$ cat config.mk
export PLATFORM = sky130hd
export DESIGN_NAME = encoder_angle_speed_estimator_top
export DESIGN_NICKNAME = d
export VERILOG_FILES = /design/src/hw/rtl/enc_ase_pkg.sv /design/src/hw/rtl/encoder_angle_speed_estimator_top.sv
export SDC_FILE = /design/constraint.sdc
export NUM_CORES = 2
export LEC_CHECK = 0
export ABC_AREA = 1
export BUFFER_PORTS_ARGS = -buffer_cell sky130_fd_sc_hd__buf_2
export CORE_ASPECT_RATIO = 1.4
export CORE_UTILIZATION = 48
export DETAILED_ROUTE_END_ITERATION = 10
export GPL_TIMING_DRIVEN = 0
export PLACE_DENSITY = 0.63
export SETUP_SLACK_MARGIN = 0.2
export SLEW_MARGIN = 20
export SYNTH_ARGS = -nofsm -noshare
export SYNTH_HDL_FRONTEND = slang
export SYNTH_SLANG_ARGS = --single-unit
$ cat constraint.sdc
create_clock -name clk -period 9.5 [get_ports clk]
set_input_delay 1.9 -clock clk [delete_from_list [all_inputs] [get_ports clk]]
set_output_delay 1.9 -clock clk [all_outputs]
set_load 0.02 [all_outputs]
$ cat src/hw/rtl/enc_ase_pkg.sv
`timescale 1ns / 1ps

package enc_ase_pkg;

  // Build-time sizes of the position counter and of the electrical phase.
  localparam int COUNT_BITS = 16;
  localparam int PHASE_BITS = 16;

  // Port widths fixed by the interface.
  localparam int COUNT_PORT_W = 16;
  localparam int ANGLE_PORT_W = 16;
  localparam int SPEED_W      = 32;
  localparam int CFG_IDX_W    = 2;
  localparam int CFG_DATA_W   = 24;

  // Configuration register widths.
  localparam int SCALE_W   = 24;
  localparam int THRESH_W  = 15;
  localparam int TIMEOUT_W = 16;
  localparam int TICK_W    = 10;

  // Elapsed-time counter, saturating.
  localparam int ELAPSED_W = 20;
  localparam logic [ELAPSED_W-1:0] ELAPSED_MAX = '1;

  // Microseconds in one second, used to scale the speed.
  localparam int US_PER_SECOND = 1000000;
  localparam int US_W          = 20;

  // Register reset values.
  localparam logic [SCALE_W-1:0]   SCALE_RESET   = 24'd1048576;
  localparam logic [THRESH_W-1:0]  THRESH_RESET  = 15'd5461;
  localparam logic [TIMEOUT_W-1:0] TIMEOUT_RESET = 16'd15000;
  localparam logic [TICK_W-1:0]    TICK_RESET    = 10'd100;

  // Configuration register indexes.
  typedef enum logic [CFG_IDX_W-1:0] {
    REG_ELEC_SCALE      = 2'd0,
    REG_ANGLE_THRESHOLD = 2'd1,
    REG_TIMEOUT_US      = 2'd2,
    REG_TICK_US         = 2'd3
  } cfg_reg_t;

endpackage

$ cat src/hw/rtl/encoder_angle_speed_estimator_top.sv
`timescale 1ns / 1ps

// Encoder angle and speed estimator.
// One input transfer per control tick carries the encoder position count and
// the direction flag; each one yields exactly one result transfer with the
// electrical angle, the held signed speed and a flag telling whether the
// speed was recomputed on this tick.
// Both channels use valid and stall. in_stall is high while an item is being
// worked on; the block takes the next item as soon as it is back in idle,
// even while the previous result still waits in the output register.
// The division runs as a restoring divider, one quotient bit per cycle over
// the 36-bit scaled distance; an update that needs no division (zero
// distance or zero elapsed time) skips it, as does a tick whose speed is
// held.
// If the receiver stalls, the finished result waits in the final state until
// the output register is free; nothing is dropped.
// Configuration writes through cfg_we, cfg_index and cfg_data take effect at
// once and should be made while the block is idle.
// Synchronous reset (rst_n low) loads the register defaults, clears the
// reference phase, timer, direction latch and held speed, and empties the
// output register.

module encoder_angle_speed_estimator_top (
  input  logic                                  clk,
  input  logic                                  rst_n,
  input  logic                                  cfg_we,
  input  logic [enc_ase_pkg::CFG_IDX_W-1:0]     cfg_index,
  input  logic [enc_ase_pkg::CFG_DATA_W-1:0]    cfg_data,
  input  logic                                  in_valid,
  output logic                                  in_stall,
  input  logic [enc_ase_pkg::COUNT_PORT_W-1:0]  in_position_count,
  input  logic                                  in_direction_flag,
  output logic                                  out_valid,
  input  logic                                  out_stall,
  output logic [enc_ase_pkg::ANGLE_PORT_W-1:0]  out_elec_angle,
  output logic signed [enc_ase_pkg::SPEED_W-1:0] out_speed,
  output logic                                  out_speed_updated
);

  import enc_ase_pkg::*;

  // Derived widths.
  localparam int CNT_W      = (COUNT_BITS < COUNT_PORT_W) ? COUNT_BITS : COUNT_PORT_W;
  localparam int PROD_W     = ((CNT_W + SCALE_W) > (16 + PHASE_BITS)) ?
                              (CNT_W + SCALE_W) : (16 + PHASE_BITS);
  localparam int ANG_EXT_W  = PHASE_BITS + ANGLE_PORT_W;
  localparam int DIVIDEND_W = PHASE_BITS + US_W;
  localparam int MAG_W      = (DIVIDEND_W > SPEED_W + 1) ? DIVIDEND_W : SPEED_W + 1;
  localparam int ITER_W     = $clog2(DIVIDEND_W + 1);
  localparam int CMP_W      = 32;

  localparam logic [PHASE_BITS-1:0] PHASE_HALF = {1'b1, {(PHASE_BITS-1){1'b0}}};
  localparam logic [MAG_W-1:0] POS_LIMIT = MAG_W'(64'h0000_0000_7FFF_FFFF);
  localparam logic [MAG_W-1:0] NEG_LIMIT = MAG_W'(64'h0000_0000_8000_0000);

  typedef enum logic [6:0] {
    S_IDLE  = 7'b0000001,
    S_PHASE = 7'b0000010,
    S_DIST  = 7'b0000100,
    S_DMUL  = 7'b0001000,
    S_DIV   = 7'b0010000,
    S_SPEED = 7'b0100000,
    S_FIN   = 7'b1000000
  } state_t;

  state_t state_r, state_nxt;

  // Configuration registers.
  logic [SCALE_W-1:0]   elec_scale_r;
  logic [THRESH_W-1:0]  thresh_r;
  logic [TIMEOUT_W-1:0] timeout_r;
  logic [TICK_W-1:0]    tick_r;

  // Estimator state.
  logic [PHASE_BITS-1:0] ref_angle_r;
  logic [ELAPSED_W-1:0]  elapsed_r;
  logic                  latched_dir_r;
  logic                  prev_nz_r;
  logic [SPEED_W-1:0]    held_speed_r;

  // Per-item working registers.
  logic [CNT_W-1:0]      cnt_r;
  logic [PHASE_BITS-1:0] angle_r;
  logic [PHASE_BITS-1:0] phase_dist_r;
  logic                  upd_r;
  logic                  sat_r;
  logic [ELAPSED_W-1:0]  div_r;
  logic [ELAPSED_W-1:0]  rem_r;
  logic [DIVIDEND_W-1:0] quo_r;
  logic [ITER_W-1:0]     iter_r;

  // Output register.
  logic                    out_valid_r;
  logic [ANGLE_PORT_W-1:0] out_angle_r;
  logic [SPEED_W-1:0]      out_speed_r;
  logic                    out_upd_r;

  logic                  in_xfer;
  logic                  out_xfer;
  logic                  out_load;
  logic [CNT_W-1:0]      in_cnt;
  logic [PROD_W-1:0]     prod;
  logic [ELAPSED_W:0]    elapsed_sum;
  logic [PHASE_BITS-1:0] diff;
  logic [PHASE_BITS-1:0] phase_dist;
  logic                  need_update;
  logic [ELAPSED_W:0]    trial;
  logic [ELAPSED_W:0]    trial_diff;
  logic                  trial_ge;
  logic [MAG_W-1:0]      mag;
  logic [MAG_W-1:0]      mag_pos;
  logic [MAG_W-1:0]      mag_neg;
  logic [ANG_EXT_W-1:0]  angle_ext;

  assign in_xfer  = in_valid && !in_stall;
  assign out_xfer = out_valid_r && !out_stall;
  assign out_load = (state_r == S_FIN) && (!out_valid_r || !out_stall);
  assign in_cnt   = in_position_count[CNT_W-1:0];
  assign in_stall = (state_r != S_IDLE);

  // Phase scaling and elapsed-time accumulation.
  assign prod        = PROD_W'(cnt_r) * PROD_W'(elec_scale_r);
  assign elapsed_sum = {1'b0, elapsed_r} + (ELAPSED_W + 1)'(tick_r);

  // Shortest wrapped distance to the reference phase and the update decision.
  assign diff = angle_r - ref_angle_r;
  assign phase_dist = (diff > PHASE_HALF) ? (PHASE_BITS'(0) - diff) : diff;
  assign need_update = (CMP_W'(phase_dist) > CMP_W'(thresh_r)) ||
                       (CMP_W'(elapsed_r) > CMP_W'(timeout_r));

  // One restoring divider step: shift in the next dividend bit, subtract if it fits.
  assign trial      = {rem_r, quo_r[DIVIDEND_W-1]};
  assign trial_diff = trial - {1'b0, div_r};
  assign trial_ge   = (trial >= {1'b0, div_r});

  // Saturation of the magnitude for each direction.
  assign mag     = sat_r ? '1 : MAG_W'(quo_r);
  assign mag_pos = (mag > POS_LIMIT) ? POS_LIMIT : mag;
  assign mag_neg = (mag > NEG_LIMIT) ? NEG_LIMIT : mag;

  assign angle_ext = ANG_EXT_W'(angle_r);

  // Sequencer.
  always_comb begin
    state_nxt = state_r;
    case (state_r)
      S_IDLE: begin
        if (in_xfer) begin
          state_nxt = S_PHASE;
        end
      end
      S_PHASE: state_nxt = S_DIST;
      S_DIST: begin
        if (!need_update) begin
          state_nxt = S_FIN;
        end else if (phase_dist == '0 || elapsed_r == '0) begin
          state_nxt = S_SPEED;
        end else begin
          state_nxt = S_DMUL;
        end
      end
      S_DMUL: state_nxt = S_DIV;
      S_DIV: begin
        if (iter_r == ITER_W'(1)) begin
          state_nxt = S_SPEED;
        end
      end
      S_SPEED: state_nxt = S_FIN;
      S_FIN: begin
        if (out_load) begin
          state_nxt = S_IDLE;
        end
      end
      default: state_nxt = S_IDLE;
    endcase
  end

  always_ff @(posedge clk) begin
    if (!rst_n) begin
      state_r <= S_IDLE;
    end else begin
      state_r <= state_nxt;
    end
  end

  // Configuration writes.
  always_ff @(posedge clk) begin
    if (!rst_n) begin
      elec_scale_r <= SCALE_RESET;
      thresh_r     <= THRESH_RESET;
      timeout_r    <= TIMEOUT_RESET;
      tick_r       <= TICK_RESET;
    end else if (cfg_we) begin
      case (cfg_index)
        REG_ELEC_SCALE:      elec_scale_r <= cfg_data[SCALE_W-1:0];
        REG_ANGLE_THRESHOLD: thresh_r     <= cfg_data[THRESH_W-1:0];
        REG_TIMEOUT_US:      timeout_r    <= cfg_data[TIMEOUT_W-1:0];
        REG_TICK_US:         tick_r       <= cfg_data[TICK_W-1:0];
        default: ;
      endcase
    end
  end

  // Estimator state: direction latch, timer, reference phase and held speed.
  always_ff @(posedge clk) begin
    if (!rst_n) begin
      ref_angle_r   <= '0;
      elapsed_r     <= '0;
      latched_dir_r <= 1'b0;
      prev_nz_r     <= 1'b0;
      held_speed_r  <= '0;
    end else begin
      if (in_xfer) begin
        if (prev_nz_r) begin
          latched_dir_r <= in_direction_flag;
        end
        prev_nz_r <= (in_cnt != '0);
      end
      if (state_r == S_PHASE) begin
        elapsed_r <= elapsed_sum[ELAPSED_W] ? ELAPSED_MAX : elapsed_sum[ELAPSED_W-1:0];
      end
      if (state_r == S_DIST && need_update) begin
        ref_angle_r <= angle_r;
        elapsed_r   <= '0;
      end
      if (state_r == S_SPEED) begin
        held_speed_r <= latched_dir_r ? mag_pos[SPEED_W-1:0] :
                        (SPEED_W'(0) - mag_neg[SPEED_W-1:0]);
      end
    end
  end

  // Working registers of the current item; the divider reuses quo_r as its
  // dividend shift register.
  always_ff @(posedge clk) begin
    if (in_xfer) begin
      cnt_r <= in_cnt;
    end
    case (state_r)
      S_PHASE: begin
        angle_r <= prod[16 +: PHASE_BITS];
      end
      S_DIST: begin
        phase_dist_r <= phase_dist;
        upd_r        <= need_update;
        div_r        <= elapsed_r;
        sat_r        <= (phase_dist != '0) && (elapsed_r == '0);
        quo_r        <= '0;
      end
      S_DMUL: begin
        quo_r  <= DIVIDEND_W'(phase_dist_r) * DIVIDEND_W'(US_PER_SECOND);
        rem_r  <= '0;
        iter_r <= ITER_W'(DIVIDEND_W);
      end
      S_DIV: begin
        rem_r  <= trial_ge ? trial_diff[ELAPSED_W-1:0] : trial[ELAPSED_W-1:0];
        quo_r  <= {quo_r[DIVIDEND_W-2:0], trial_ge};
        iter_r <= iter_r - ITER_W'(1);
      end
      default: ;
    endcase
  end

  // Output register: loaded from the final state when empty or being emptied.
  always_ff @(posedge clk) begin
    if (!rst_n) begin
      out_valid_r <= 1'b0;
    end else if (out_load) begin
      out_valid_r <= 1'b1;
    end else if (out_xfer) begin
      out_valid_r <= 1'b0;
    end
  end

  always_ff @(posedge clk) begin
    if (out_load) begin
      out_angle_r <= angle_ext[ANGLE_PORT_W-1:0];
      out_speed_r <= held_speed_r;
      out_upd_r   <= upd_r;
    end
  end

  assign out_valid         = out_valid_r;
  assign out_elec_angle    = out_angle_r;
  assign out_speed         = out_speed_r;
  assign out_speed_updated = out_upd_r;

`ifndef SYNTHESIS
  // A new result appears only after the sequencer has finished an item.
  a_result_from_fin: assert property (@(posedge clk) disable iff (!rst_n)
    $rose(out_valid_r) |-> $past(state_r == S_FIN))
    else $error("result became valid outside the final state");

  // The held speed changes only in the speed update step.
  a_speed_only_on_update: assert property (@(posedge clk) disable iff (!rst_n)
    ($past(rst_n) && !$stable(held_speed_r)) |-> $past(state_r == S_SPEED))
    else $error("held speed changed outside the update step");

  // The divider remainder always stays below a nonzero divisor.
  a_div_remainder: assert property (@(posedge clk) disable iff (!rst_n)
    (state_r == S_DIV) |-> (div_r != '0 && rem_r < div_r))
    else $error("divider remainder out of range");
`endif

endmodule

# Word-level counts from Yosys, hierarchy flattened
# Cells that the tools add are included.
[word_totals]
regBits = 324
input_bits = 48
out_inout_bits = 51
word_cells = 97
[op_classes]
addsub = 6
multipliers = 2
order_cmp = 6
eq_ne = 15
mux = 18
n_bitwise = 1
reduce_logical = 26
[op_table]
columns = ["operator", "count"]
rows = [
  ["$pmux 36 s3", 1],
  ["$mux 32", 3],
  ["$pmux 7 s7", 1],
  ["$mux 20", 2],
  ["$pmux 20 s2", 1],
  ["$gt 36x31->1 const B", 1],
  ["$gt 36x32->1 const B", 1],
  ["$mux 36", 1],
  ["$mul 16x24->32", 1],
  ["$reduce_bool 16->1", 2],
  ["$sub 1x32->32 const A", 1],
  ["$mul 16x14->30 const B", 1],
  ["$mux 7", 4],
  ["$add 20x10->21", 1],
  ["$ge 21x20->1", 1],
  ["$gt 20x16->1", 1],
  ["$logic_not 20->1", 1],
  ["$sub 20x20->20", 1],
  ["$gt 16x15->1", 1],
  ["$gt 16x16->1 const B", 1],
  ["$logic_not 16->1", 1],
  ["$mux 16", 1],
  ["$sub 1x16->16 const A", 1],
  ["$sub 16x16->16", 1],
  ["26 further kinds", 43],
]

# Longest topological paths before layout
[logic_depth]
word_depth = 8
mapped_depth = 34
mapped_depth_nobuf = 34

# Least setup slack after synthesis
# No wires, ideal clock.
[synth_path]
path_type = "reg-to-reg"
start = "register cnt_r[12]"
end = "register angle_r[13], data pin"
setup_time_ps = 252
arrival_ps = 5807
required_ps = 9248
slack_ps = 3441
stages_incl_launch_ff = 27
path_buffers = 2
period_less_slack_ps = 6059
cell_sequence = "edfxtp_1 > clkbuf_1 > clkbuf_1 > nand2_1 > fa_1 > inv_1 > fa_1 > fa_1 > fa_1 > fa_1 > inv_1 > fa_1 > inv_1 > ha_1 > a21oi_1 > o21ai_0 > a21oi_1 > nand2_1 > nand2_1 > nand2_1 > a21oi_1 > o21ai_0 > a21o_1 > nand2_1 > nand2_1 > nand2_1 > nand2_1"
[synth_between]
elab_chain_len = 1
[synth_lines]
columns = ["element", "line", "source"]
rows = [
  ["from (decl)", "encoder_angle_speed_estimator_top.sv:82", "logic [CNT_W-1:0] cnt_r;"],
  ["from (signal assigned)", "encoder_angle_speed_estimator_top.sv:237", "cnt_r <= in_cnt;"],
  ["$mul 16x24->32", "encoder_angle_speed_estimator_top.sv:122", "assign prod = PROD_W'(cnt_r) * PROD_W'(elec_scale_r);"],
  ["named net prod[29]", "encoder_angle_speed_estimator_top.sv:102", "logic [PROD_W-1:0] prod;"],
  ["to (signal assigned)", "encoder_angle_speed_estimator_top.sv:241", "angle_r <= prod[16 +: PHASE_BITS];"],
  ["to (decl)", "encoder_angle_speed_estimator_top.sv:83", "logic [PHASE_BITS-1:0] angle_r;"],
]
# The timed path passes the listed nets, and every way through them passes these cells.
# A chain may end at the register's enable or synchronous reset.

# Worst setup path in the final report
[layout_path]
start = "register elec_scale_r[8]"
end = "register angle_r[13], data pin"
[layout_between]
elab_chain_len = 1
[layout_lines]
columns = ["element", "line", "source"]
rows = [
  ["from (decl)", "encoder_angle_speed_estimator_top.sv:69", "logic [SCALE_W-1:0] elec_scale_r;"],
  ["from (signal assigned)", "encoder_angle_speed_estimator_top.sv:195", "REG_ELEC_SCALE: elec_scale_r <= cfg_data[SCALE_W-1:0];"],
  ["$mul 16x24->32", "encoder_angle_speed_estimator_top.sv:122", ""],
  ["named net prod[29]", "encoder_angle_speed_estimator_top.sv:102", ""],
]
# The timed path passes the listed nets, and every way through them passes these cells.

==> run_results.csv <==
group,metric,value,unit
yosys,yosysWarnings,0,
route,wl_per_cell,18.3,um
critical_path,worst_r2r_path_depth,28,
power,leakagePower,16.8,nW
floorplanning,die_w,217,um
clock_tree,post_cts_resized,0,
placement,port_buffers,97,
run,max_cap_viol_count,0,
yosys,mean_cell_area_of_the_mapped_netlist,8.17,um2
layout,seq_area,0.00830,mm2
sta,worst_pin_slew,1.00,ns
power,relative_contribution_of_sequential_cells_to_total_power,31.1,%
global_routing,grt_max_degree,31,
yosys,synth_seq_cells,324,
layout,final_core_util,53.4,%
critical_path,regToRegStartpoint,"elec_scale_r[8]$_SDFFE_PN0P_",
min_path,worst_hold_path.num_cells,0,
critical_path,startpoint_to_endpoint_class_of_the_critical_path,"reg -> reg",
route,first_iter_violations,1425,
yosys,synth_edf_count,181,
route,detailroute.via_count,25100,
critical_path,crit_fanout,10,
clock_tree,cts_root_buffer,"sky130_fd_sc_hd__clkbuf_16",
route,drc,0,
power,internal_power,3.20,mW
clock_tree,cts-buffers-inserted,37,
floorplanning,floorplan.die_area,0.0656,mm2
layout,drive_above_1_share,6.05,%
critical_path,crit_path_max_incr_delay,0.59,ns
sta,achievable-frequency,0.131,GHz
route,totalWireLength,87900,um
layout,final_area,0.0340,mm2
clock_tree,holdBufCountCts,0,
yosys,post-synth-top-area-fraction,21.8,%
yosys,syn-num-nets,4441,
sta,tns,0,ns
yosys,synth_cells,3796,
placement,gp_routability_congestion,0.960,
critical_path,crit_required,9.83,ns
placement,postPlaceCellArea,0.0327,mm2
clock_tree,cts_setup_buffers,0,
power,peakVddDrop,0.166,mV
critical_path,crit_path_end_kind,"flop",
route,postRouteAntennaNets,0,
sta,worst_slew_margin_rel,32.5,%
yosys,synthArstFlopShare,0,%
critical_path,regToRegEndpoint,"angle_r[13]$_DFFE_PP_",
critical_path,setup.reg_to_reg.worst_slack,1.84,ns
yosys,synth_largest_area_cell,"sky130_fd_sc_hd__fa_1",
layout,fin_nets,4582,
clock_tree,cts_max_path_buffers,3,
yosys,synth.top_cells.by_area,"sky130_fd_sc_hd__fa_1 22%, sky130_fd_sc_hd__edfxtp_1 18%, sky130_fd_sc_hd__ha_1 10%",
power,clockPowerShare,29.1,%
critical_path,critical_path_arrival,7.99,ns
global_routing,number_of_global_route_vias_before_repair,25700,
sta,worst_hold_slack,0.426,ns
floorplanning,io_pins,99,
min_path,worst_hold_startpoint,"held_speed_r[7]$_SDFFE_PN0P_",
sta,finalClockSkew,0.0226,ns
floorplanning,initial_utilization,48.8,%
floorplanning,core.rowCount,109,
min_path,min_delay_worst_endpoint,"out_speed[7]$_DFFE_PP_",
sta,setup_viol_count_final,0,
placement,place_hpwl,72500,um
clock_tree,tritoncts,"done",
sta,final-hold-violation-count,0,
sta,timing.final.max_slew_violations,0,
route,route.detailed.vias_per_inst,5.22,
global_routing,grt_pass1_wl,139000,um
global_routing,grt-ovfl-total,0,
critical_path,timing.critical_path.mode_cell,"sky130_fd_sc_hd__nand2_1",
clock_tree,clock_latency,0.58,ns
min_path,hold_path_class,"reg -> reg",
yosys,synth_ff_type,"sky130_fd_sc_hd__edfxtp_1",
layout,areaGrowthSynthToFinish,9.52,%
status,run_status,"complete, no violations",
floorplanning,core-area,0.0636,mm2
power,ratio_of_total_power_to_cell_area,154,mW/mm2
yosys,synth.distinct_cells,53,
global_routing,grt_use_total,27.6,%
critical_path,kind_of_start_point_of_the_critical_path,"flop",
layout,multi_input_area,0.0190,mm2
global_routing,number_of_antenna_violations_at_the_first_check_in_global_routing,5,
route,drt_pass1_iterations,6,
yosys,post_synth_design_cell_area,0.0310,mm2
clock_tree,cts_sinks,324,
sta,rsz0062_at_grt,"false",
power,total_switching_power,2.03,mW
clock_tree,h-tree-depth,2,
sta,share_of_the_clock_period_used_by_the_worst_path,80.7,%
sta,post-route-min-period,7.66,ns
floorplanning,chipHeight,303,um
power,comb_power_share,39.8,%
layout,n_fill_cell,6179,
yosys,synth_seq_area_share,26.8,%
critical_path,critical-path-slowest-cell,"sky130_fd_sc_hd__clkbuf_1",
power,power_switching_share,38.8,%
clock_tree,cts.clk_slew.worst_paths,0.06,ns
## layer usage
metal | vias to the layer above | routed length (um) | track usage [%] | share of wire, %
met5 | - | 27 | 0 | 0.031
met4 | 4 | 6610 | 19.1 | 7.5
met3 | 259 | 3610 | 3.01 | 4.1
met2 | 650 | 46700 | 52.1 | 53
met1 | 12000 | 30900 | 28.5 | 35
li1 | 12200 | - | - | -
## power by group through the flow
stage          sequential (mW)  clock [mW]  combinational (mW)
2_1_floorplan             1.63           0                1.51
3_3_place_gp              1.66           0                2.06
3_5_place_dp              1.66           0                2.08
4_1_cts                   1.63        1.55                2.10
5_1_grt                   1.63        1.60                2.37
6_report                  1.63        1.52                2.08
## stage by stage
step	setup slack (ns)	power, mW	instances
6_report	1.84	5.23	4800
5_1_grt	1.43	5.59	4798
4_1_cts	1.88	5.28	4798
3_5_place_dp	1.92	3.74	4730
3_3_place_gp	1.96	3.72	4725
2_1_floorplan	3.44	3.14	3796
## worst max-delay path, delay by kind of cell (launching register included)
kind | cells | cell delay [ns]
buf+inv | 7 | 1.36
simple gates | 8 | 0.90
compound gates | 6 | 1.32
fa+ha+maj | 7 | 3.49
flops | 1 | 0.31
## state kept, by name, summed over array words and instances, names as in the netlist, 20 cells and up
signal	count
div_r	20
out_speed	32
elec_scale_r	24
held_speed_r	32
quo_r	36
rem_r	20
elapsed_r	20
## Yosys cell counts, types with 3 or more instances
cell type / count
sky130_fd_sc_hd__o211ai_1: 18
sky130_fd_sc_hd__a211oi_1: 13
sky130_fd_sc_hd__a31oi_1: 28
sky130_fd_sc_hd__o22ai_1: 14
sky130_fd_sc_hd__a21o_1: 6
sky130_fd_sc_hd__or2_2: 6
sky130_fd_sc_hd__buf_2: 6
sky130_fd_sc_hd__nand3_2: 5
sky130_fd_sc_hd__xor2_1: 45
sky130_fd_sc_hd__o31ai_1: 4
sky130_fd_sc_hd__nand3b_1: 5
sky130_fd_sc_hd__a21oi_2: 5
sky130_fd_sc_hd__o21ai_1: 6
sky130_fd_sc_hd__o21bai_1: 8
sky130_fd_sc_hd__dfxtp_1: 143
sky130_fd_sc_hd__inv_1: 833
sky130_fd_sc_hd__nor2_1: 225
sky130_fd_sc_hd__buf_4: 6
sky130_fd_sc_hd__o21ai_0: 215
sky130_fd_sc_hd__ha_1: 260
sky130_fd_sc_hd__clkbuf_1: 119
sky130_fd_sc_hd__edfxtp_1: 181
sky130_fd_sc_hd__o41ai_1: 4
sky130_fd_sc_hd__inv_2: 8
sky130_fd_sc_hd__nand3_1: 104
sky130_fd_sc_hd__nor3_1: 34
sky130_fd_sc_hd__nor2_4: 3
sky130_fd_sc_hd__o221ai_1: 4
sky130_fd_sc_hd__fa_1: 337
sky130_fd_sc_hd__o21a_1: 4
sky130_fd_sc_hd__nand4_1: 37
sky130_fd_sc_hd__nand2_2: 13
sky130_fd_sc_hd__nor2_2: 9
sky130_fd_sc_hd__xnor2_1: 44
sky130_fd_sc_hd__nand2_1: 799
sky130_fd_sc_hd__nor4_1: 16
sky130_fd_sc_hd__a21oi_1: 206
sky130_fd_sc_hd__buf_1: 5
## how the worst max path moves through the flow
stage | startpoint | end | slack (ns)
after floorplan | cnt_r[12]$_DFFE_PP_ | angle_r[13]$_DFFE_PP_ | 3.44
after global placement | elec_scale_r[9]$_SDFFE_PN0P_ | angle_r[8]$_DFFE_PP_ | 1.96
after detailed placement | elec_scale_r[11]$_SDFFE_PN0P_ | angle_r[13]$_DFFE_PP_ | 1.92
after CTS | elec_scale_r[9]$_SDFFE_PN0P_ | angle_r[8]$_DFFE_PP_ | 1.88
after global routing | elec_scale_r[8]$_SDFFE_PN0P_ | angle_r[15]$_DFFE_PP_ | 1.43
final | elec_scale_r[8]$_SDFFE_PN0P_ | angle_r[13]$_DFFE_PP_ | 1.84
## area by class of cell
type                       instances  area share [%]
inverter                         842            9.31
clock buffer                      48            3.02
buffer                           137            1.63
multi-input combinational       2493            56.0
timing repair buffer             102            1.75
sequential                       324            24.4
clock inverter                    20           0.759
antenna                            2          0.0147
tap                              832            3.06
## cells in the final DEF (no fill, tap or decap), types with 7 or more instances in the layout
cell	n
sky130_fd_sc_hd__inv_1	832
sky130_fd_sc_hd__nand2_1	798
sky130_fd_sc_hd__fa_1	337
sky130_fd_sc_hd__ha_1	260
sky130_fd_sc_hd__nor2_1	223
sky130_fd_sc_hd__o21ai_0	214
sky130_fd_sc_hd__a21oi_1	206
sky130_fd_sc_hd__edfxtp_1	181
sky130_fd_sc_hd__dfxtp_1	143
sky130_fd_sc_hd__clkbuf_1	122
sky130_fd_sc_hd__nand3_1	103
sky130_fd_sc_hd__buf_2	103
sky130_fd_sc_hd__xor2_1	45
sky130_fd_sc_hd__xnor2_1	44
sky130_fd_sc_hd__nand4_1	37
sky130_fd_sc_hd__clkbuf_16	37
sky130_fd_sc_hd__nor3_1	34
sky130_fd_sc_hd__a31oi_1	28
sky130_fd_sc_hd__o211ai_1	18
sky130_fd_sc_hd__nor4_1	15
sky130_fd_sc_hd__nand2_2	14
sky130_fd_sc_hd__o22ai_1	14
sky130_fd_sc_hd__a211oi_1	13
sky130_fd_sc_hd__nor2_2	10
sky130_fd_sc_hd__inv_2	9
sky130_fd_sc_hd__o21bai_1	8
sky130_fd_sc_hd__o21ai_1	7
## cell families after synthesis
logic type	count (synthesis)	synth area share (%)
XOR/XNOR	89	2.51
AND/OR/NAND/NOR	1262	16.8
adder cells (fa/ha/maj)	597	32.2
buffers and inverters	979	12.0
AO/OA/AOI/OAI	545	9.67
flip-flops	324	26.8
No activity file was read; power rests on OpenSTA's default activity.
